### config.mk
export PLATFORM = sky130hd
export DESIGN_NAME = slot_rotating_scroll_display
export DESIGN_NICKNAME = d
export VERILOG_FILES = /design/src/srd_pkg.sv /design/src/srd_slot_store.sv /design/src/slot_rotating_scroll_display.sv
export SDC_FILE = /design/constraint.sdc
export NUM_CORES = 1
export LEC_CHECK = 0
export BUFFER_PORTS_ARGS = -buffer_cell sky130_fd_sc_hd__buf_2
export CORE_AREA = 4 4 216 218
export DETAILED_ROUTE_END_ITERATION = 8
export DIE_AREA = 0 0 220 222
export SYNTH_ARGS = -nofsm -noshare
export SYNTH_HDL_FRONTEND = slang
export SYNTH_SLANG_ARGS = --single-unit
### constraint.sdc
create_clock -name i_clk -period 4.25 [get_ports i_clk]
set_input_delay 0.6375 -clock i_clk [delete_from_list [all_inputs] [get_ports i_clk]]
set_output_delay 0.6375 -clock i_clk [all_outputs]
set_load 0.05 [all_outputs]
### src/srd_pkg.sv
// Shared types, codes and helper functions for the rotating scroll display controller.
// Used by the slot store and the top level; depends on nothing else.
`timescale 1ns / 1ps

package srd_pkg;

    localparam int DIGITS = 4;
    localparam int CODE_W = 8;
    localparam int TICK_W = 16;
    localparam int CFG_ADDR_W = 3;
    localparam int CFG_DATA_W = 16;

    // Segment bit 7 is the colon or dot, active low.
    localparam logic [CODE_W-1:0] COLON_BIT = 8'h80;
    localparam logic [CODE_W-1:0] COLON_MASK = 8'h7F;

    // Register values after reset.
    localparam logic [TICK_W-1:0] SLOT_DUR_RST = 16'd120;
    localparam logic [TICK_W-1:0] SCROLL_DUR_RST = 16'd7;
    localparam logic SCROLL_MODE_RST = 1'b1;
    localparam logic [7:0] BLANK_CNT_RST = 8'd2;
    localparam logic SHOW_COLON_RST = 1'b1;
    localparam logic [TICK_W-1:0] TICK_RST = 16'hFFFF;
    localparam logic [7:0] NO_SLOT = 8'hFF;

    // Request types.
    localparam logic REQ_TICK = 1'b0;
    localparam logic REQ_WRITE = 1'b1;

    // Configuration register indexes.
    localparam logic [CFG_ADDR_W-1:0] CFG_SLOT_DUR = 3'd0;
    localparam logic [CFG_ADDR_W-1:0] CFG_SCROLL_DUR = 3'd1;
    localparam logic [CFG_ADDR_W-1:0] CFG_SCROLL_MODE = 3'd2;
    localparam logic [CFG_ADDR_W-1:0] CFG_BLANK_CNT = 3'd3;
    localparam logic [CFG_ADDR_W-1:0] CFG_SHOW_COLON = 3'd4;

    // Four segment codes, index 0 is the leftmost digit.
    typedef logic [DIGITS-1:0][CODE_W-1:0] t_codes;

    // Display phase.
    typedef enum logic [2:0] {
        PH_DISPLAY = 3'd0,
        PH_BLANK   = 3'd1,
        PH_DIG1    = 3'd2,
        PH_DIG2    = 3'd3,
        PH_DIG3    = 3'd4
    } t_phase;

    // Sequencer states.
    typedef enum logic [2:0] {
        ST_IDLE   = 3'd0,
        ST_EXEC   = 3'd1,
        ST_SEARCH = 3'd2,
        ST_APPLY  = 3'd3,
        ST_DONE   = 3'd4
    } t_state;

    // Write port of the slot store.
    typedef struct packed {
        logic       en;
        logic [2:0] idx;
        logic       enabled;
        t_codes     codes;
    } t_slot_wr;

    // Light the colon by clearing bit 7 of the two leftmost digits.
    function automatic t_codes apply_colon(input t_codes codes, input logic on);
        t_codes res;
        res = codes;
        if (on) begin
            res[0] = codes[0] & COLON_MASK;
            res[1] = codes[1] & COLON_MASK;
        end
        return res;
    endfunction

    // Shift the digits left by one and enter a code on the right.
    function automatic t_codes shift_in(input t_codes codes, input logic [CODE_W-1:0] code);
        t_codes res;
        res[0] = codes[1];
        res[1] = codes[2];
        res[2] = codes[3];
        res[3] = code;
        return res;
    endfunction

endpackage

### src/srd_slot_store.sv
// Slot store: enable flags and four segment codes per slot, cleared at reset.
// Depends on srd_pkg for the code and write-port types.
`timescale 1ns / 1ps

module srd_slot_store import srd_pkg::*; #(
    parameter int SLOT_COUNT = 5
) (
    input  logic                  i_clk,
    input  logic                  i_rst_n,
    input  t_slot_wr              i_wr,
    input  logic [7:0]            i_rd_slot,
    output t_codes                o_rd_codes,
    output logic [SLOT_COUNT-1:0] o_enables
);

    localparam int IDX_W = (SLOT_COUNT > 1) ? $clog2(SLOT_COUNT) : 1;

    t_codes                r_codes [SLOT_COUNT];
    logic [SLOT_COUNT-1:0] r_enables;

    // At most one entry is written per write transaction.
    always_ff @(posedge i_clk) begin
        if (!i_rst_n) begin
            r_enables <= '0;
            for (int k = 0; k < SLOT_COUNT; k++) begin
                r_codes[k] <= '0;
            end
        end else if (i_wr.en) begin
            for (int k = 0; k < SLOT_COUNT; k++) begin
                if (5'(k) == {2'b00, i_wr.idx}) begin
                    r_codes[k]   <= i_wr.codes;
                    r_enables[k] <= i_wr.enabled;
                end
            end
        end
    end

    // A slot number outside the store, such as none yet, reads as all zero.
    always_comb begin
        if (i_rd_slot < 8'(SLOT_COUNT)) begin
            o_rd_codes = r_codes[i_rd_slot[IDX_W-1:0]];
        end else begin
            o_rd_codes = '0;
        end
    end

    assign o_enables = r_enables;

endmodule

### src/slot_rotating_scroll_display.sv
// Top level of the rotating scroll display controller: sequencer, slot search and display state.
// Depends on srd_pkg and instantiates srd_slot_store.
`timescale 1ns / 1ps

// Every input transaction gives exactly one result with the four shown segment codes and the
// scrolling flag. A slot write or a tick that does not end a slot time passes from acceptance
// through the execute and done states to the output register; a tick that ends a slot time also
// runs the next-slot search, one slot per cycle through a single incrementer for 1 to SLOT_COUNT
// slots, and then the apply state. The block takes the next transaction in the cycle after the
// result is registered, even while that result still waits on the output. Configuration writes
// take effect at once and must be issued only while the block is idle.

module slot_rotating_scroll_display import srd_pkg::*; #(
    parameter int          SLOT_COUNT   = 5,
    parameter logic [7:0]  BLANK_CODE   = 8'd255,
    parameter logic [7:0]  POWERUP_CODE = 8'd128
) (
    input  logic                  i_clk,
    input  logic                  i_rst_n,
    // Configuration write port
    input  logic                  i_cfg_wr_en,
    input  logic [CFG_ADDR_W-1:0] i_cfg_addr,
    input  logic [CFG_DATA_W-1:0] i_cfg_wr_data,
    // Input channel
    input  logic                  i_valid,
    output logic                  o_ready,
    input  logic                  i_req_type,
    input  logic [2:0]            i_slot_index,
    input  logic                  i_slot_enabled,
    input  logic [7:0]            i_slot_code_a,
    input  logic [7:0]            i_slot_code_b,
    input  logic [7:0]            i_slot_code_c,
    input  logic [7:0]            i_slot_code_d,
    // Output channel
    output logic                  o_valid,
    input  logic                  i_ready,
    output logic [7:0]            o_shown_a,
    output logic [7:0]            o_shown_b,
    output logic [7:0]            o_shown_c,
    output logic [7:0]            o_shown_d,
    output logic                  o_scrolling
);

    localparam int IDX_W  = (SLOT_COUNT > 1) ? $clog2(SLOT_COUNT) : 1;
    localparam int LEFT_W = $clog2(SLOT_COUNT + 1);

    // Configuration registers
    logic [TICK_W-1:0] r_slot_dur;
    logic [TICK_W-1:0] r_scroll_dur;
    logic              r_scroll_mode;
    logic [7:0]        r_blank_cnt;
    logic              r_show_colon;

    // Sequencer and captured transaction
    t_state            r_state, n_state;
    logic              r_req_type;
    logic [2:0]        r_idx;
    logic              r_en_in;
    t_codes            r_codes_in;

    // Display state
    logic [7:0]        r_cur, n_cur;
    logic [7:0]        r_prev, n_prev;
    logic [LEFT_W-1:0] r_left, n_left;
    t_phase            r_phase, n_phase;
    logic [TICK_W-1:0] r_tick, n_tick;
    logic [7:0]        r_blanks, n_blanks;
    t_codes            r_shown, n_shown;

    // Output register
    logic              r_out_valid;
    t_codes            r_out_codes;
    logic              r_out_scroll;

    // Control between the sequencer and the datapath
    logic              load_out;
    logic              tick_due;
    logic              search_go;
    logic              search_stop;
    logic              idx_ok;
    logic [TICK_W-1:0] thresh;
    logic [7:0]        nx_slot;
    logic [LEFT_W-1:0] nx_left;
    t_slot_wr          slot_wr;
    t_codes            slot_codes;
    logic [SLOT_COUNT-1:0] slot_enables;

    srd_slot_store #(
        .SLOT_COUNT (SLOT_COUNT)
    ) u_store (
        .i_clk      (i_clk),
        .i_rst_n    (i_rst_n),
        .i_wr       (slot_wr),
        .i_rd_slot  (r_cur),
        .o_rd_codes (slot_codes),
        .o_enables  (slot_enables)
    );

    // Configuration writes; indexes beyond the list are ignored.
    always_ff @(posedge i_clk) begin
        if (!i_rst_n) begin
            r_slot_dur    <= SLOT_DUR_RST;
            r_scroll_dur  <= SCROLL_DUR_RST;
            r_scroll_mode <= SCROLL_MODE_RST;
            r_blank_cnt   <= BLANK_CNT_RST;
            r_show_colon  <= SHOW_COLON_RST;
        end else if (i_cfg_wr_en) begin
            case (i_cfg_addr)
                CFG_SLOT_DUR:    r_slot_dur    <= i_cfg_wr_data;
                CFG_SCROLL_DUR:  r_scroll_dur  <= i_cfg_wr_data;
                CFG_SCROLL_MODE: r_scroll_mode <= i_cfg_wr_data[0];
                CFG_BLANK_CNT:   r_blank_cnt   <= i_cfg_wr_data[7:0];
                CFG_SHOW_COLON:  r_show_colon  <= i_cfg_wr_data[0];
                default: begin
                end
            endcase
        end
    end

    // Shared compare: the tick count against the duration of the current phase.
    assign thresh   = (r_phase == PH_DISPLAY) ? r_slot_dur : r_scroll_dur;
    assign tick_due = (r_tick >= thresh);

    // Shared search step: next slot number with wrap, and the remaining step count.
    always_comb begin
        nx_slot = r_cur + 8'd1;
        if (nx_slot >= 8'(SLOT_COUNT)) begin
            nx_slot = 8'd0;
        end
        nx_left     = r_left - LEFT_W'(1);
        search_stop = slot_enables[nx_slot[IDX_W-1:0]] || (nx_left == '0);
    end

    assign idx_ok    = ({2'b00, r_idx} < 5'(SLOT_COUNT));
    assign search_go = (r_req_type == REQ_TICK) && (r_phase == PH_DISPLAY) && tick_due;

    // Slot store write, taken in the execute cycle.
    always_comb begin
        slot_wr.en      = (r_state == ST_EXEC) && (r_req_type == REQ_WRITE) && idx_ok;
        slot_wr.idx     = r_idx;
        slot_wr.enabled = r_en_in;
        slot_wr.codes   = r_codes_in;
    end

    // Next-state logic of the sequencer.
    always_comb begin
        n_state = r_state;
        case (r_state)
            ST_IDLE: begin
                if (i_valid) begin
                    n_state = ST_EXEC;
                end
            end
            ST_EXEC: begin
                n_state = search_go ? ST_SEARCH : ST_DONE;
            end
            ST_SEARCH: begin
                if (search_stop) begin
                    n_state = ST_APPLY;
                end
            end
            ST_APPLY: begin
                n_state = ST_DONE;
            end
            ST_DONE: begin
                if (!r_out_valid || i_ready) begin
                    n_state = ST_IDLE;
                end
            end
            default: begin
                n_state = ST_IDLE;
            end
        endcase
    end

    // Output decode of the sequencer.
    always_comb begin
        o_ready  = 1'b0;
        load_out = 1'b0;
        case (r_state)
            ST_IDLE: begin
                o_ready = 1'b1;
            end
            ST_DONE: begin
                load_out = !r_out_valid || i_ready;
            end
            default: begin
            end
        endcase
    end

    // Display datapath.
    always_comb begin
        n_cur    = r_cur;
        n_prev   = r_prev;
        n_left   = r_left;
        n_phase  = r_phase;
        n_tick   = r_tick;
        n_blanks = r_blanks;
        n_shown  = r_shown;
        case (r_state)
            ST_EXEC: begin
                if (r_req_type == REQ_WRITE) begin
                    // A write to the slot on display refreshes the digits unless scrolling.
                    if (idx_ok && (r_phase == PH_DISPLAY) && ({5'b0, r_idx} == r_cur)) begin
                        n_shown = apply_colon(r_codes_in, r_show_colon);
                    end
                end else begin
                    n_tick = r_tick + TICK_W'(1);
                    if (r_phase == PH_DISPLAY) begin
                        if (tick_due) begin
                            n_tick = TICK_W'(1);
                            n_prev = r_cur;
                            n_left = LEFT_W'(SLOT_COUNT);
                        end
                    end else if (tick_due) begin
                        n_tick = TICK_W'(1);
                        case (r_phase)
                            PH_BLANK: begin
                                n_blanks = (r_blanks != 8'd0) ? r_blanks - 8'd1 : r_blanks;
                                if (n_blanks == 8'd0) begin
                                    n_shown = shift_in(r_shown, slot_codes[0]);
                                    n_phase = PH_DIG1;
                                end else begin
                                    n_shown = shift_in(r_shown, BLANK_CODE);
                                end
                            end
                            PH_DIG1: begin
                                n_shown = shift_in(r_shown, slot_codes[1]);
                                n_phase = PH_DIG2;
                            end
                            PH_DIG2: begin
                                n_shown = shift_in(r_shown, slot_codes[2]);
                                n_phase = PH_DIG3;
                            end
                            PH_DIG3: begin
                                n_shown = apply_colon(shift_in(r_shown, slot_codes[3]),
                                                      r_show_colon);
                                n_phase = PH_DISPLAY;
                            end
                            default: begin
                            end
                        endcase
                    end
                end
            end
            ST_SEARCH: begin
                n_cur  = nx_slot;
                n_left = nx_left;
            end
            ST_APPLY: begin
                // Same slot found, or all steps used: the display stays as it is.
                if ((r_prev != r_cur) && (r_left != '0)) begin
                    if (r_scroll_mode) begin
                        n_shown    = shift_in(r_shown, BLANK_CODE);
                        n_shown[0] = r_shown[1] | COLON_BIT;
                        n_blanks   = r_blank_cnt;
                        n_phase    = PH_BLANK;
                    end else begin
                        n_shown = apply_colon(slot_codes, r_show_colon);
                    end
                end
            end
            default: begin
            end
        endcase
    end

    // Control and display state registers.
    always_ff @(posedge i_clk) begin
        if (!i_rst_n) begin
            r_state     <= ST_IDLE;
            r_cur       <= NO_SLOT;
            r_left      <= '0;
            r_phase     <= PH_DISPLAY;
            r_tick      <= TICK_RST;
            r_blanks    <= 8'd0;
            r_shown     <= {DIGITS{POWERUP_CODE}};
            r_out_valid <= 1'b0;
        end else begin
            r_state  <= n_state;
            r_cur    <= n_cur;
            r_left   <= n_left;
            r_phase  <= n_phase;
            r_tick   <= n_tick;
            r_blanks <= n_blanks;
            r_shown  <= n_shown;
            if (load_out) begin
                r_out_valid <= 1'b1;
            end else if (i_ready) begin
                r_out_valid <= 1'b0;
            end
        end
    end

    // Payload registers: the captured transaction, the search origin and the result.
    always_ff @(posedge i_clk) begin
        r_prev <= n_prev;
        if (o_ready && i_valid) begin
            r_req_type <= i_req_type;
            r_idx      <= i_slot_index;
            r_en_in    <= i_slot_enabled;
            r_codes_in <= {i_slot_code_d, i_slot_code_c, i_slot_code_b, i_slot_code_a};
        end
        if (load_out) begin
            r_out_codes  <= r_shown;
            r_out_scroll <= (r_phase != PH_DISPLAY);
        end
    end

    assign o_valid     = r_out_valid;
    assign o_shown_a   = r_out_codes[0];
    assign o_shown_b   = r_out_codes[1];
    assign o_shown_c   = r_out_codes[2];
    assign o_shown_d   = r_out_codes[3];
    assign o_scrolling = r_out_scroll;

endmodule

==> summary.txt, run 1 <==
Synthesis
  – Cells after synthesis: 1228
  – Net Count, Synth: 1314
  – Synth Cell Area: 15570 um^2
  – Synthesized area per cell: 12.68 um^2
  – Number of synthesized flops with an enable pin: 238
  – Register area share after synthesis: 0.6185
  – Asr flop ratio synth: 0
  – Yosys warns: 0
  – Post-synth top flop: edfxtp_1
  – Flops & latches, synth: 362
  – Cell variety after synth: 71

STA
  – Total negative slack: 0 ns
  – Hold Slack: 0.2614 ns
  – Final hold viol count: 0
  – Tmin final: 3.783 ns
  – Final critical-path share of the clock period: 0.8902
  – Slew Limit Fails: 0
  – Slew HR: 0.1556
  – RSZ-0062 raised after global routing: false
  – Setup violations, final: 0
  – FMAX: 264.3 MHz
  – Worst Skew: 0.01740 ns
  – Least-Margin Pin Slew: 1.264 ns

Floorplan
  – Core ar.: 44890 um^2
  – # IOs: 96
  – Die X: 220 um
  – Die area: 48840 um^2
  – Std cell rows: 78
  – DIE HEIGHT: 222 um
  – Initial core utilization: 0.3468

CTS
  – CTS tree: built
  – Worst-path clk slew: 0.06 ns
  – Root Buffer: clkbuf_16
  – PostCTS Resize Cnt: 0
  – Post CTS Setup Buffer Count: 0
  – Clock sink count: 362
  – H-tree Lvls: 2
  – Hold-fix buffers, CTS: 0
  – Num CTS Buffers: 38
  – Bufs on Longest Clock Path: 3
  – Clk Latency, worst-skew pair: 0.54 ns

Global route
  – GR peak layer: met2
  – First-pass GRT wire length: 58.00 mm
  – Antenna violations before repair: 1
  – Largest net degree at the start of global routing: 70
  – Met2 Use GR: 0.2455
  – GR Overflow Total: 0
  – Vias in the first global route: 9917
  – Met3 usage: 0.02343
  – Met1 GRT Util: 0.2130
  – GRT Util Overall: 0.1520

Power and ir drop
  – PD cells: 486.7 nW/um^2
  – Max VDD drop: 0.2847 mV
  – LEAKAGE: 6.755 nW

Placed design
  – Dpl hpwl: 24.75 mm
  – Routability Congestion: 0.8211
  – Cell Area, Placed: 16620 um^2
  – Number of buffers added on ports: 95

Setup path
  – WP data required: 4.69 ns
  – Worst Path Buf+Inv: 2
  – Max stage delay on crit path: 0.43 ns
  – Worst setup SP type: flop
  – CP max stage cell: nor3_4
  – Crit path capture type: flop
  – Crit Path Category: flop to flop
  – Crit path max-delay family: compound AO/OA/AOI/OAI gates
  – Critical path fanouts, max: 31
  – CP Cell Sequence: nor3_4 -> inv_2 -> mux2i_1 -> ha_1 -> nand4_1 -> a211oi_1 -> nand4_1 -> a311oi_1 -> o211a_2 -> buf_4 -> nand3_1 -> o211a_1
  – CP most frequent cell: nand4_1
  – CP arrival: 4.22 ns

Layout
  – Nets: 1390
  – Final instance area: 17870 um^2
  – Fraction of layout cells with a size suffix above 1: 0.1882
  – Leading cell types in the layout, fill and taps excluded: edfxtp_1, nand2_1, dfxtp_1
  – Commonest non-fill, non-tap cell in the layout: edfxtp_1
  – ANT cells: 0
  – Fill count: 4293
  – Layout area overhead: 14.75%

Detailed routing
  – DR vias: 10150
  – Initial DRC count: 708
  – Drt wl/cell: 19.59 um
  – # DRC: 0
  – Detail Route Antenna Nets: 0
  – DR pass1 iterations: 6
  – Vias per std cell: 5.248
  – Post-Route WL: 37.89 mm

Worst hold path
  – Worst Hold Class: input port to flop

Outcome
  – Status: finished, final reports clean

Job
  – Max-capacitance violation count: 0
## worst reg2reg max path: stages, from the launching register on
cell and delay, ns:
dfxtp_1 0.41, nor3_4 0.43, inv_2 0.28, mux2i_1 0.19
ha_1 0.34, nand4_1 0.16, a211oi_1 0.26, nand4_1 0.21
a311oi_1 0.33, o211a_2 0.40, buf_4 0.38, nand3_1 0.14
o211a_1 0.15
## synth_stat cells (all sizes together), types with 2 or more instances
cell / number / area (um^2)
and2: 38 / 237.7
o211a: 23 / 230.2
nor4: 9 / 81.33
or2: 2 / 12.51
and3: 9 / 56.30
nor3b: 3 / 22.52
a2111oi: 3 / 32.53
inv: 15 / 56.30
o31a: 2 / 17.52
mux2i: 30 / 300.3
nor2b: 14 / 87.58
edfxtp: 238 / 7147
o32ai: 7 / 61.31
a31oi: 7 / 43.79
a221oi: 11 / 96.34
nand3: 72 / 360.4
o311ai: 3 / 26.28
a311oi: 2 / 17.52
dfxtp: 124 / 2482
nand2: 169 / 634.4
ha: 25 / 312.8
nand4b: 3 / 26.28
nor2: 31 / 123.9
or4: 2 / 18.77
a22oi: 23 / 172.7
nor3: 15 / 91.34
o21ai: 46 / 230.2
xor2: 24 / 210.2
buf: 30 / 182.7
o22ai: 3 / 25.02
mux4: 32 / 720.7
nand2b: 8 / 50.05
nand3b: 6 / 45.04
o211ai: 13 / 97.59
mux2: 31 / 349.1
nand4: 5 / 31.28
a21boi: 35 / 262.8
xnor2: 3 / 26.28
a21oi: 45 / 225.2
clkbuf: 50 / 187.7
## cells by family (layout without fill, tap and decap cells)
logic type | Yosys count | after routing | synth area share
simple gates | 392 | 392 | 0.1250
flops | 362 | 362 | 0.6185
compound gates | 234 | 234 | 0.1058
buf+inv | 95 | 201 | 0.02740
mux | 93 | 93 | 0.08799
xor+xnor | 27 | 27 | 0.01519
fa+ha+maj | 25 | 25 | 0.02009
## flip-flops by register name, indices dropped and copies added (netlist names), 16 cells and up, named ones only
register	cells
r_shown	32
r_scroll_dur	16
u_store.r_codes	160
r_codes_in	32
r_tick	16
r_slot_dur	16
## area by class of cell
class / count / area (um^2) / share of cell area
Multi-Input combinational cell: 771 / 5538 / 0.3099
Tap cell: 600 / 750.7 / 0.04202
Sequential cell: 362 / 9630 / 0.5390
Timing Repair Buffer: 116 / 648.1 / 0.03627
Clock buffer: 66 / 1181 / 0.06611
Clock inverter: 4 / 62.56 / 0.003501
Inverter: 15 / 56.30 / 0.003151
## metrics by stage
step | setup WS [ns] | cells | utilization | power [mW]
finish | 0.4666 | 1934 | 0.3980 | 8.696
global route | 0.1992 | 1934 | 0.3980 | 9.062
CTS | 0.4966 | 1934 | 0.3980 | 8.794
detailed placement | 0.4771 | 1864 | 0.3703 | 5.460
global placement | 0.6511 | 1864 | 0.3703 | 5.434
floorplan | 0.2471 | 1228 | - | 5.082
## power breakdown
part	switching, mW	internal (mW)	total, mW	leakage [nW]
Sequential	0.169	3.99	4.15	3.38
Combinational	0.747	0.480	1.23	2.77
Clock	1.36	1.96	3.32	0.600
Total	2.27	6.42	8.70	6.76
## worst paths after layout
path,depth (start not counted),startpoint,endpoint,slack [ns]
worst max register to register,12,r_phase[2]$_SDFFE_PN0P_,r_shown[21]$_SDFFE_PN0P_,0.47
worst max-delay path,12,r_phase[2]$_SDFFE_PN0P_,r_shown[21]$_SDFFE_PN0P_,0.47
worst min-delay path,1,i_slot_code_c[3],r_codes_in[19]$_DFFE_PP_,0.26
worst min register to register,2,r_left[2]$_SDFFE_PN0P_,r_left[2]$_SDFFE_PN0P_,0.46
## layer usage
metal  part of all wire  up-vias
met3              0.057       66
met4              0.025        0
met1               0.44     5032
li1                   -     4757
met2               0.47      295
met5                  0        -
Note: power is estimated with default switching activity, not from simulation.
==> inputs of run 2 (changes only) <==
clock period = 4.82 ns   (was 4.25 ns; I/O delays follow)
==> summary.txt, run 2 (synthesis results as in run 1) <==
Outcome
  – Status: finished, final reports clean

Floorplan
  – Initial core utilization: 0.3468 (unchanged)
  – Std cell rows: 78 (unchanged)
  – DIE HEIGHT: 222 um (unchanged)
  – Die area: 48840 um^2 (unchanged)
  – # IOs: 96 (unchanged)
  – Core ar.: 44890 um^2 (unchanged)
  – Die X: 220 um (unchanged)

Layout
  – Final instance area: 17930 um^2 (+0.34%)
  – Fraction of layout cells with a size suffix above 1: 0.1923 (+0.004181)
  – Largest registers: u_store.r_codes x160, r_codes_in x32, r_shown x32
  – Leading cell types in the layout, fill and taps excluded: edfxtp_1, nand2_1, dfxtp_1
  – Final core occ: 0.3993 (+0.001338)
  – Multi-input logic area: 5545 um^2 (+0.14%)
  – Biggest register: u_store.r_codes
  – Register area: 9630 um^2 (unchanged)
  – Nets: 1386 (-0.29%)
  – Largest register FFs: 160 (unchanged)
  – ANT cells: 0 (unchanged)
  – Fill count: 4292 (-0.023%)
  – Layout area overhead: 15.14%
  – Commonest non-fill, non-tap cell in the layout: edfxtp_1

Power and ir drop
  – Sw Ratio: 0.2633 (+0.001729)
  – Max VDD drop: 0.2629 mV (-7.7%)
  – PD cells: 439.4 nW/um^2 (-9.7%)
  – Gate power share: 0.137 (-0.004)
  – Clock share of power: 0.397 (+0.016)
  – Net Sw Power: 2.074 mW (-8.8%)
  – Power, Total: 7.878 mW (-9.4%)
  – Int Power: 5.803 mW (-9.6%)
  – Reg power frac: 0.467 (-0.011)
  – LEAKAGE: 6.790 nW (+0.51%)

Global route
  – GRT Util Overall: 0.1555 (+0.003457)
  – GR Overflow Total: 0 (unchanged)
  – Met3 usage: 0.02809 (+0.004659)
  – Met1 GRT Util: 0.2178 (+0.004739)
  – First-pass GRT wire length: 59.48 mm (+2.6%)
  – Antenna violations before repair: 0 (-1)
  – Largest net degree at the start of global routing: 76 (+8.6%)
  – Met2 Use GR: 0.2546 (+0.009191)
  – GR peak layer: met2
  – Vias in the first global route: 10078 (+1.6%)

Setup path
  – CP arrival: 4.53 ns (+0.31 ns)
  – FF-to-FF path depth: 12 (unchanged)
  – Critical path fanouts, max: 33 (+6.5%)
  – Crit Path Category: flop to flop
  – WP data required: 5.26 ns (+0.57 ns)
  – Crit path capture type: flop
  – Worst setup SP type: flop

Detailed routing
  – # DRC: 0 (unchanged)
  – Initial DRC count: 657 (-7.2%)
  – Detail Route Antenna Nets: 0 (unchanged)
  – DR pass1 iterations: 5 (-1)
  – Vias per std cell: 5.237 (-0.21%)
  – Drt wl/cell: 19.92 um (+1.7%)
  – Post-Route WL: 38.46 mm (+1.5%)
  – DR vias: 10113 (-0.36%)

STA
  – Slew Limit Fails: 0 (unchanged)
  – Final hold viol count: 0 (unchanged)
  – FMAX: 244.1 MHz (-7.7%)
  – Setup violations, final: 0 (unchanged)
  – Worst Skew: 0.03102 ns (+0.01362 ns)
  – Total negative slack: 0 ns (unchanged)
  – Tmin final: 4.097 ns (+0.3141 ns)
  – RSZ-0062 raised after global routing: false
  – Slew HR: 0.2282 (+0.07260)
  – Least-Margin Pin Slew: 1.156 ns (-0.1075 ns)
  – Final critical-path share of the clock period: 0.8501 (-0.04011)

Worst hold path
  – Hold path cells: 1 (unchanged)
  – Worst Hold Class: input port to flop

CTS
  – Hold-fix buffers, CTS: 0 (unchanged)
  – Clk Latency, worst-skew pair: 0.56 ns (+0.02 ns)
  – CTS tree: built
  – Num CTS Buffers: 39 (+2.6%)
  – Clock sink count: 362 (unchanged)
  – Root Buffer: clkbuf_16
  – Bufs on Longest Clock Path: 3 (unchanged)
  – H-tree Lvls: 2 (unchanged)
  – PostCTS Resize Cnt: 0 (unchanged)
  – Worst-path clk slew: 0.06 ns (about the same)
  – Post CTS Setup Buffer Count: 0 (unchanged)

Placed design
  – Dpl hpwl: 25.08 mm (+1.3%)
  – Routability Congestion: 0.8081 (-1.6%)
  – Cell Area, Placed: 16590 um^2 (-0.18%)
  – Number of buffers added on ports: 95 (unchanged)

Job
  – Max-capacitance violation count: 0 (unchanged)
-- run 2: cell count changes in the layout (fill, tap and decap cells not counted), sizes merged --
cell    before  now
buf        116  111
clkbuf      66   51
inv         17   20
clkinv       1   10
bufinv       1    6
-- run 2: critical path, stage by stage, from the launching register on --
cell	delay [ns]
dfxtp_1	0.41
nor3_4	0.44
inv_2	0.29
mux2i_1	0.18
ha_1	0.32
nand4_1	0.14
a211oi_1	0.25
nand4_1	0.19
a311oi_1	0.36
o211a_2	0.63
buf_4	0.44
nand3_1	0.14
o211a_1	0.15
-- run 2: worst paths after layout --
path                                         startpoint                       end  slack [ns]
worst max-delay path            r_phase[2]$_SDFFE_PN0P_   r_shown[8]$_SDFFE_PN0P_        0.72
worst min-delay path                   i_slot_code_d[4]  r_codes_in[28]$_DFFE_PP_        0.34
worst max register to register  r_phase[2]$_SDFFE_PN0P_   r_shown[8]$_SDFFE_PN0P_        0.72
worst min register to register   r_left[2]$_SDFFE_PN0P_    r_left[2]$_SDFFE_PN0P_        0.46
-- run 2: through the flow --
stage	std cells	hold slack, ns	worst slack (ns)
3_5_place_dp	1859	0.4410	0.7656
5_1_grt	1931	0.3248	0.3483
3_3_place_gp	1859	0.4440	0.8879
4_1_cts	1931	0.3262	0.7659
2_1_floorplan	1228	0.4064	0.8171
6_report	1931	0.3447	0.7225
-- run 2: power by group through the flow --
stage / Sequential [mW] / Combinational (mW) / Clock [mW]
detailed placement: 3.74 / 1.07 / 0
finish: 3.68 / 1.08 / 3.13
global route: 3.70 / 1.19 / 3.33
global placement: 3.74 / 1.06 / 0
CTS: 3.68 / 1.08 / 3.19
floorplan: 3.71 / 0.774 / 0
-- run 2: area by class of cell --
type                    instances  area share
flip-flops and latches        362      0.5372
multi-input cells             771      0.3093
clock buffers                  51     0.05807
well taps                     600     0.04188
repair buffers                111     0.03406
clock inverters                21     0.01633
inverters                      15    0.003141
-- run 2: metal layers --
metal | vias up | part of all wire
li1 | 4750 | -
met1 | 5004 | 0.45
met2 | 315 | 0.48
met3 | 44 | 0.062
met4 | 0 | 0.013
met5 | - | 0
